===== src/hw/rtl/vn_pkg.sv =====
`timescale 1ns / 1ps
`default_nettype none
package vn_pkg;
	localparam int unsigned W          = 24;
	localparam int unsigned RAD_W      = 48;
	localparam int unsigned REM_W      = 27;
	localparam int unsigned SQ_STAGES  = 24;
	localparam int unsigned Q_W        = 23;
	localparam int unsigned DIV_STAGES = 23;
	localparam int unsigned DREM_W     = 25;
	localparam int unsigned ADDR_W     = 3;
	// register index sits at paddr[2]
	localparam logic REG_MIN_MAG = 1'b0;
	localparam logic [W-1:0] MIN_MAG_RESET = 24'd1;
endpackage
`default_nettype wire


===== src/hw/rtl/vn_sqrt.sv =====
`timescale 1ns / 1ps
`default_nettype none
module vn_sqrt (
	input  wire logic                      clk,
	input  wire logic                      ce,
	input  wire logic [vn_pkg::RAD_W-1:0]  rad,
	output logic      [vn_pkg::W-1:0]      root
);
	import vn_pkg::*;

	logic [REM_W-1:0] rem_s  [SQ_STAGES+1];
	logic [W-1:0]     root_s [SQ_STAGES+1];
	logic [RAD_W-1:0] rad_s  [SQ_STAGES+1];
	logic [REM_W-1:0] rem_n  [SQ_STAGES];
	logic [W-1:0]     root_n [SQ_STAGES];
	logic [RAD_W-1:0] rad_n  [SQ_STAGES];

	assign rem_s[0]  = '0;
	assign root_s[0] = '0;
	assign rad_s[0]  = rad;

	// one result bit per stage, restoring form
	always_comb begin
		logic [REM_W-1:0] r2;
		logic [REM_W-1:0] t;
		for (int k = 0; k < SQ_STAGES; k++) begin
			r2 = {rem_s[k][REM_W-3:0], rad_s[k][RAD_W-1 -: 2]};
			t  = {1'b0, root_s[k], 2'b01};
			if (r2 >= t) begin
				rem_n[k]  = r2 - t;
				root_n[k] = {root_s[k][W-2:0], 1'b1};
			end else begin
				rem_n[k]  = r2;
				root_n[k] = {root_s[k][W-2:0], 1'b0};
			end
			rad_n[k] = {rad_s[k][RAD_W-3:0], 2'b00};
		end
	end

	for (genvar k = 0; k < SQ_STAGES; k++) begin : g_stage
		always_ff @(posedge clk) begin
			if (ce) begin
				rem_s[k+1]  <= rem_n[k];
				root_s[k+1] <= root_n[k];
				rad_s[k+1]  <= rad_n[k];
			end
		end
	end

	assign root = root_s[SQ_STAGES];
endmodule
`default_nettype wire


===== config.mk =====
export PLATFORM = sky130hd
export DESIGN_NAME = vn_sqrt
export DESIGN_NICKNAME = d
export VERILOG_FILES = /design/src/hw/rtl/vn_pkg.sv /design/src/hw/rtl/vn_sqrt.sv
export SDC_FILE = /design/constraint.sdc
export NUM_CORES = 2
export LEC_CHECK = 0
export BUFFER_PORTS_ARGS = -buffer_cell sky130_fd_sc_hd__buf_2
export CORE_MARGIN = 4
export CORE_UTILIZATION = 60
export CTS_CLUSTER_DIAMETER = 30
export DETAILED_ROUTE_END_ITERATION = 12
export GPL_TIMING_DRIVEN = 0
export PLACE_DENSITY = 0.76
export SETUP_SLACK_MARGIN = 0.5
export SKIP_LAST_GASP = 1
export SYNTH_ARGS = -nofsm -noshare
export SYNTH_HDL_FRONTEND = slang
export SYNTH_SLANG_ARGS = --single-unit

===== constraint.sdc =====
create_clock -name clk -period 10 [get_ports clk]
set_clock_uncertainty 0.1 [all_clocks]
set_input_delay 2.5 -clock clk [delete_from_list [all_inputs] [get_ports clk]]
set_output_delay 2.5 -clock clk [all_outputs]
set_load 0.05 [all_outputs]

==> results.yml <==
detailed_routing:
  drt_pre_antenna_iters: 6
  drtIter0Drc: 2919
  drtAntennaViolNets: 0
  wl_mm: 124
  drc: 0
  viasPerCell: 5.74
  post_drt_wl_per_cell_um: 18.2
  vias: 39100
synth:
  yosys-top-cells-area: "edfxtp_1 (65%), ha_1 (6.3%), xnor2_1 (3.0%), xor2_1 (2.9%), a21oi_1 (2.5%)"
  yosysUniqueCellTypes: 78
  synth_edf_count: 1395
  synthesis.area_sq_um: 64200
  syn-num-nets: 5249
  async_flop_share: 0
  yosys.area.top_type: "edfxtp_1"
  yosysTopAreaCellShare: 0.653
  avgSynthCellArea_sq_um: 13.2
  syn_inst: 4874
  ys.flop_type: "edfxtp_1"
  ys_warn_count: 0
  synth-seq-area-share: 0.653
  synth_seq_cells: 1395
global_routing:
  grt_usage: 0.221
  gr-total-overflow: 0
  grt_antenna_before_repair: 1
  grt_max_degree: 196
  grt_pass1_vias: 39100
  grt_pass1_wl_mm: 199
clock_tree:
  cts_setup_buffers: 0
  insertion_delay_ns: 0.87
  clockRootBuffer: "clkbuf_16"
  cts_hold_buffers: 0
  cts_tree: "done"
  cts_resized: 0
  cts_max_level: 5
  cts_buffers: 279
  clk_pin_slew_worst_paths_ns: 0.05
  clockBufferDepth: 4
  cts_sinks: 1395
worst_setup_path:
  max_stage_delay_ns: 0.63
  end_kind: "register"
  start_kind: "register"
  crit_chain: "ha_1, o211ai_1, a21o_1, a31oi_1, o22ai_1, o21bai_1, a21oi_1, o211ai_1, clkbuf_1, buf_1, a21oi_1"
  critPathRequiredTime_ns: 10.42
  cpMaxStageDelayCell: "clkbuf_1"
  crit-reg2reg-launch: "rem_s[82]"
  startpoint: "rem_s[82]"
  arrival_ns: 5.04
  worst-setup-path-type: "register to register"
  reg2reg_slack_ns: 5.37
  worstRegToRegCells: 11
  cp_max_fo: 10
  worstSetupEndpoint: "rem_s[68]"
  reg2reg_to: "rem_s[68]"
floorplan:
  die_h_um: 335
  core_sq_um: 106000
  pin_count: 74
  initial_core_util: 0.607
  fp-row-count: 119
  die_x_um: 335
  die_area_sq_um: 112000
timing:
  hold_viol_final: 0
  slew_headroom: 0.151
  finalCriticalPeriod_ns: 4.63
  clock.fmax_mhz: 216
  hold_ws_ns: 0.261
  tightest_slew_ns: 1.27
  fin_tns_setup_ns: 0
  post-route-period-util: 0.463
  drv_slew: 0
  rsz0062_at_grt: "false"
  setup_viol: 0
final_layout:
  final_common_cell: "edfxtp_1"
  drive_gt1_frac: 0.109
  area_growth_pct: 17.5
  n_antenna_cell: 0
  finalNetCount: 5610
  final_cell_mix: "edfxtp_1 (1395), inv_1 (419), nor2_1 (334)"
hold_path:
  hp-class: "register to register"
run:
  cap_violations: 0
place:
  place_congestion: 0.940
  hpwl_mm: 81.7
  port_buffers: 73
power:
  p_per_area_nw_per_um2: 256
  peakVddDrop_v: 0.000192
  p_leak_nw: 29.6
  total_power_mw: 19.3
status:
  status: "finished, final reports clean"
[synthesized netlist by cell type (14+ instances only)]
| library cell | count |
|---|---|
| nor4_1 | 52 |
| inv_1 | 419 |
| edfxtp_1 | 1395 |
| nor2b_1 | 53 |
| and3_1 | 30 |
| a21o_1 | 97 |
| ha_1 | 325 |
| nor3_1 | 110 |
| o31ai_1 | 31 |
| nand3_1 | 86 |
| xor2_1 | 214 |
| nand4_1 | 44 |
| o21ai_0 | 224 |
| nand2b_1 | 66 |
| nand2_1 | 288 |
| a21oi_1 | 318 |
| nand3b_1 | 14 |
| nor2_1 | 334 |
| mux2_2 | 57 |
| or3_1 | 41 |
| and2_1 | 21 |
| or2_2 | 22 |
| o211ai_1 | 18 |
| a211oi_1 | 22 |
| a31oi_1 | 34 |
| clkbuf_1 | 60 |
| or4_1 | 29 |
| xnor2_1 | 217 |
| o21bai_1 | 25 |
| o21a_1 | 58 |
[cell type report]
type | instances | area (sq um)
flip-flops and latches | 1395 | 41900
fillers | 6839 | 30300
multi-input cells | 2984 | 20400
clock buffers | 314 | 7200
well taps | 1391 | 1740
clock inverters | 160 | 1740
inverters | 419 | 1570
repair buffers | 80 | 573
plain buffers | 76 | 303
[per-layer routing]
metal,routed length (um),track usage,vias to the layer above
li1,-,-,18800
met5,0,0,-
met3,6050,0.0388,341
met1,50700,0.274,18900
met2,63100,0.386,1101
met4,4250,0.0897,0
[metrics by stage]
step	std cells	setup slack (ns)	util	cell area [sq um]
floorplan	4874	6.63	-	64200
detailed placement	6345	4.76	0.629	66500
finish	6819	5.37	0.713	75400
CTS	6819	5.61	0.713	75400
global placement	6338	-14.52	0.627	66300
global route	6819	5.21	0.713	75400
[critical path, delay by kind of cell, from the launching register on]
kind                       cells  cell delay (ns)
AOI/OAI and AO/OA              8             2.22
adders and majority gates      1             0.42
buffers and inverters          2             1.12
DFF                            1             0.41
[where the power goes]
group | internal [mW] | leakage (nW) | switching [mW] | total, mW
Combinational | 1.16 | 11.9 | 1.56 | 2.72
Clock | 5.89 | 4.33 | 2.88 | 8.77
Sequential | 7.35 | 13.4 | 0.430 | 7.78
[how the worst min path moves through the flow]
stage / start / end / slack, ns / cells after the start
after floorplan: rad_n[1046] / rad_n[1000] / 0.30 / 0
after global placement: rad_n[1014] / rad_n[968] / 0.30 / 0
after detailed placement: rad_n[1066] / rad_n[1020] / 0.30 / 0
after CTS: rad_n[610] / rad_n[564] / 0.25 / 0
after global routing: rad_n[670] / rad_s[670] / 0.28 / 0
final: rad_n[610] / rad_n[564] / 0.26 / 0
[cell families (layout without fill, tap and decap cells)]
| kind of cell | after synthesis | count (layout) | share of synthesized area |
|---|---|---|---|
| AOI/OAI and AO/OA | 927 | 927 | 0.0888 |
| and+or+nand+nor | 1233 | 1233 | 0.0951 |
| xor gates and xnor gates | 431 | 431 | 0.0588 |
| adders and majority gates | 325 | 325 | 0.0634 |
| muxes | 67 | 67 | 0.0116 |
| other | 1 | 1 | 0.0000585 |
| DFF | 1395 | 1395 | 0.653 |
| buffers and inverters | 495 | 1049 | 0.0292 |
[sequential cells by signal (all words and copies together) (netlist names)]
name    count
rad_n     506
rad_s      46
rem_s     543
root       24
root_s    276
Power figures use the tool's default switching activity.
