==> src/hw/rtl/vn_pkg.sv <==
`timescale 1ns / 1ps
`default_nettype none
package vn_pkg;
	localparam int unsigned W          = 24;
	localparam int unsigned RAD_W      = 48;
	localparam int unsigned REM_W      = 27;
	localparam int unsigned SQ_STAGES  = 24;
	localparam int unsigned Q_W        = 23;
	localparam int unsigned DIV_STAGES = 23;
	localparam int unsigned DREM_W     = 25;
	localparam int unsigned ADDR_W     = 3;
	// register index sits at paddr[2]
	localparam logic REG_MIN_MAG = 1'b0;
	localparam logic [W-1:0] MIN_MAG_RESET = 24'd1;
endpackage
`default_nettype wire

==> src/hw/rtl/vn_div.sv <==
`timescale 1ns / 1ps
`default_nettype none
module vn_div (
	input  wire logic                  clk,
	input  wire logic                  ce,
	input  wire logic [vn_pkg::W-1:0]  num,
	input  wire logic [vn_pkg::W-1:0]  den,
	input  wire logic                  neg,
	output logic      [vn_pkg::W-1:0]  quo
);
	import vn_pkg::*;

	logic [DREM_W-1:0] r_s [DIV_STAGES+1];
	logic [Q_W-1:0]    q_s [DIV_STAGES+1];
	logic [W-1:0]      d_s [DIV_STAGES+1];
	logic              n_s [DIV_STAGES+1];
	logic [DREM_W-1:0] r_n [DIV_STAGES];
	logic [Q_W-1:0]    q_n [DIV_STAGES];
	logic [W:0]        quo_mag;

	assign r_s[0] = {1'b0, num};
	assign q_s[0] = '0;
	assign d_s[0] = den;
	assign n_s[0] = neg;

	// one quotient bit per stage, numerator pre-scaled by 2^22
	always_comb begin
		logic [DREM_W-1:0] diff;
		for (int k = 0; k < DIV_STAGES; k++) begin
			diff = r_s[k] - {1'b0, d_s[k]};
			if (r_s[k] >= {1'b0, d_s[k]}) begin
				r_n[k] = {diff[DREM_W-2:0], 1'b0};
				q_n[k] = {q_s[k][Q_W-2:0], 1'b1};
			end else begin
				r_n[k] = {r_s[k][DREM_W-2:0], 1'b0};
				q_n[k] = {q_s[k][Q_W-2:0], 1'b0};
			end
		end
	end

	for (genvar k = 0; k < DIV_STAGES; k++) begin : g_stage
		always_ff @(posedge clk) begin
			if (ce) begin
				r_s[k+1] <= r_n[k];
				q_s[k+1] <= q_n[k];
				d_s[k+1] <= d_s[k];
				n_s[k+1] <= n_s[k];
			end
		end
	end

	assign quo_mag = {2'b00, q_s[DIV_STAGES]};
	assign quo = n_s[DIV_STAGES] ? W'(-quo_mag) : quo_mag[W-1:0];
endmodule
`default_nettype wire

==> config.mk <==
export PLATFORM = sky130hd
export DESIGN_NAME = vn_div
export DESIGN_NICKNAME = d
export VERILOG_FILES = /design/src/hw/rtl/vn_pkg.sv /design/src/hw/rtl/vn_div.sv
export SDC_FILE = /design/constraint.sdc
export NUM_CORES = 2
export LEC_CHECK = 0
export ABC_CLOCK_PERIOD_IN_PS = 6000
export BUFFER_PORTS_ARGS = -buffer_cell sky130_fd_sc_hd__buf_4
export CAP_MARGIN = 10
export CORE_ASPECT_RATIO = 1.1
export CORE_MARGIN = 2
export CORE_UTILIZATION = 65
export DETAILED_ROUTE_END_ITERATION = 7
export GPL_ROUTABILITY_DRIVEN = 0
export PLACE_DENSITY = 0.82
export SKIP_LAST_GASP = 1
export SYNTH_ARGS = -nofsm -noshare
export SYNTH_HDL_FRONTEND = slang
export SYNTH_SLANG_ARGS = --single-unit
==> constraint.sdc <==
create_clock -name clk -period 6 [get_ports clk]
set_input_delay 0.9 -clock clk [delete_from_list [all_inputs] [get_ports clk]]
set_output_delay 0.9 -clock clk [all_outputs]
set_load 0.02 [all_outputs]
==> summary.txt <==
Routing
  • Routed via count: 50140
  • # DRC: 0
  • Number of routed nets with antenna violations: 0
  • Number of vias per cell: 6.153
  • DRT iter0 DRCs: 4746
  • Drt pass-1 iters: 7
  • WL/cell: 19.83 microns
  • Routed wire length: 161600 microns

CTS
  • Hold-fix buffer count after cts: 0
  • CTS tree: yes
  • Post-CTS Setup Inserts: 0
  • Clock Path Buffers: 3
  • Clock tree sinks: 1355
  • Inserted Clock Buffers: 138
  • Post-cts resize count: 0
  • Root buf cell: clkbuf_16
  • Htree depth: 4
  • CTS clk-pin slew, worst paths: 0.06 ns
  • Clk_lat worst skew: 0.77 ns

Setup path
  • Worst setup path start: q_s[0]
  • Reg2reg setup slack: 1.80 ns
  • R2r endpoint: r_s[432]
  • Worst path required time: 5.10 ns
  • Critical path peak fanout: 4
  • R2R Path Start: r_s[456]
  • Reg2Reg Depth: 9
  • Crit. End Element: primary output
  • CP Launch Type: flip-flop
  • Worst Setup EP: quo[22]
  • Critical path type: reg -> out
  • CP arrival: 3.53 ns

Floorplan
  • Chip Height: 359.9 microns
  • Die area: 117900 sq um
  • DIE WIDTH: 327.6 microns
  • I/O pin count: 75
  • Initial core utilization: 65.57%
  • Core region area: 114200 sq um
  • Row cnt: 130

Placed design
  • Final HPWL DP: 116900 microns
  • Placed cell count: 7902
  • Port Buf Inserts: 74

STA
  • Max-slew headroom: 20.57%
  • Max Freq: 225.7 MHz
  • Final Max Slew Viols: 0
  • Final setup vio count: 0
  • Final hold viol count: 0
  • Setup Skew: 0.02306 ns
  • RSZ-0062 raised after global routing: no
  • Post-layout min period: 4.431 ns
  • Worst slew pin tran: 1.191 ns
  • TNS Setup: 0 ns
  • Period utilization: 73.85%

Yosys
  • Cells after Synth: 6380
  • Cell variety after synth: 100
  • Mapped cell area: 74870 sq um
  • Warnings from Yosys: 0
  • Primary FF master, synth: edfxtp_1
  • Synth async-reset ratio: 0%
  • Register area share after synthesis: 54.35%
  • Register bit total from synthesis: 1355
  • Synth Net Count: 7005
  • EDFF count, synth: 1355
  • Syn_area_per_cell: 11.73 sq um

Cells and area
  • Antenna cells: 0
  • Layout cells sized above 1: 9.938%
  • Fillers: 7526
  • Nets: 7149
  • Most frequent cells in the layout: 1355 x edfxtp_1, 707 x inv_1, 552 x ha_1
  • P&R area growth vs syn: 9.152%
  • Most common cell after layout, fill and taps aside: edfxtp_1
  • Fin cells: 8149

Global routing
  • Vias in the first global route: 48980
  • Pin count of the biggest net entering global routing: 160
  • Tot GR Track Use: 27.24%
  • Gr ovfl total: 0
  • Initial antenna violation count: 1
  • First-pass GRT wire length: 255400 microns

Pwr
  • Maximum VDD drop: 263.8 uV
  • Power density cells: 546.6 nW/um^2
  • Leakage: 33.17 nW

Min path
  • Hold/Removal Path Class: in -> reg

Outcome
  • Status: completed

Flow run
  • Max-cap violations: 0
## area by class of cell
| class | count | area [sq um] | share of cell area (%) |
|---|---|---|---|
| Clock buffer | 165 | 3618 | 4.428 |
| Tap cell | 1518 | 1899 | 2.324 |
| Clock inverter | 82 | 830.8 | 1.017 |
| Sequential cell | 1355 | 40690 | 49.79 |
| Timing Repair Buffer | 106 | 928.4 | 1.136 |
| Inverter | 709 | 2661 | 3.257 |
| Multi-Input combinational cell | 4214 | 31090 | 38.05 |
## worst max-delay path: stages, from the launching register on
cell and delay, ns:
edfxtp_1 0.40, inv_1 0.09, ha_1 0.16, nand2_1 0.06
or2_2 0.31, or4_1 0.52, o41ai_1 0.53, and2_1 0.30
nand2_1 0.08, xor2_1 0.15, buf_4 0.16
## logic make-up (layout without fill, tap and decap cells)
logic type                 after synthesis  after routing  share of synthesized area, %
muxes                                  294            294                         4.384
adders and majority gates              574            574                         9.813
xor gates and xnor gates               410            410                         4.796
DFF                                   1355           1355                         54.35
buffers and inverters                  811           1062                         4.181
and+or+nand+nor                       1391           1391                         9.041
AOI/OAI and AO/OA                     1545           1545                         13.44
## routing by layer
metal | global-route usage, % | share of wire [%]
met5 | 0 | 0
met4 | 10.85 | 4.0
met3 | 3.653 | 6.1
met2 | 47.08 | 50
met1 | 34.72 | 40
## power breakdown
group / switching (mW) / leakage [nW] / internal (mW) / total (mW)
registers: 1.61 / 13.2 / 14.1 / 15.7
clock network: 3.60 / 2.17 / 4.93 / 8.53
logic: 11.4 / 17.8 / 9.07 / 20.4
total: 16.6 / 33.2 / 28.1 / 44.7
## worst min path at each step
stage / startpoint / to / slack (ns) / cells past startpoint
6_report: den[2] / d_s[530] / 0.31 / 1
5_1_grt: den[0] / d_s[528] / 0.28 / 1
4_1_cts: den[2] / d_s[530] / 0.27 / 1
3_5_place_dp: q_s[144] / q_s[122] / 0.40 / 0
3_3_place_gp: q_s[277] / q_s[255] / 0.40 / 0
2_1_floorplan: n_s[1] / n_s[0] / 0.40 / 0
## cell usage after synthesis (34+ instances only)
library cell  number  share of area [%]
inv_1            707                3.5
nand2_1          371                1.9
o31ai_1           49               0.49
nand4_1           72               0.60
xnor2_1          265                3.1
clkbuf_1          56               0.28
a31oi_1           51               0.43
a211oi_1          34               0.34
o31a_1            39               0.46
o21a_1           102                1.0
nor2_1           368                1.8
mux2_2           261                3.9
o21ai_0          348                2.3
o21bai_1          50               0.50
xor2_1           145                1.7
nand2b_1          80               0.67
nor2b_1           90               0.75
ha_1             552                9.2
nand3_1           96               0.64
a21o_1           190                1.9
nor3_1            93               0.62
a21oi_1          437                2.9
edfxtp_1        1355                 54
and3_1            45               0.38
## per-stage QoR
stage / utilization, % / cell area, sq um / hold slack [ns] / setup WS [ns] / total power [mW]
floorplan: - / 74870 / 0.4003 / 2.612 / 30.69
global placement: 67.67 / 77270 / 0.4001 / 1.855 / 34.82
detailed placement: 67.67 / 77270 / 0.4045 / 1.848 / 35.61
CTS: 71.57 / 81720 / 0.2651 / 1.493 / 44.45
global route: 71.57 / 81720 / 0.2826 / 1.379 / 47.30
finish: 71.57 / 81720 / 0.3128 / 1.569 / 44.67
## sequential cells by signal, summed over array words and instances, names as in the netlist
| name | cells |
|---|---|
| d_s | 528 |
| r_s | 528 |
| q_s | 276 |
| n_s | 23 |
No activity file was read; power rests on OpenSTA's default activity.
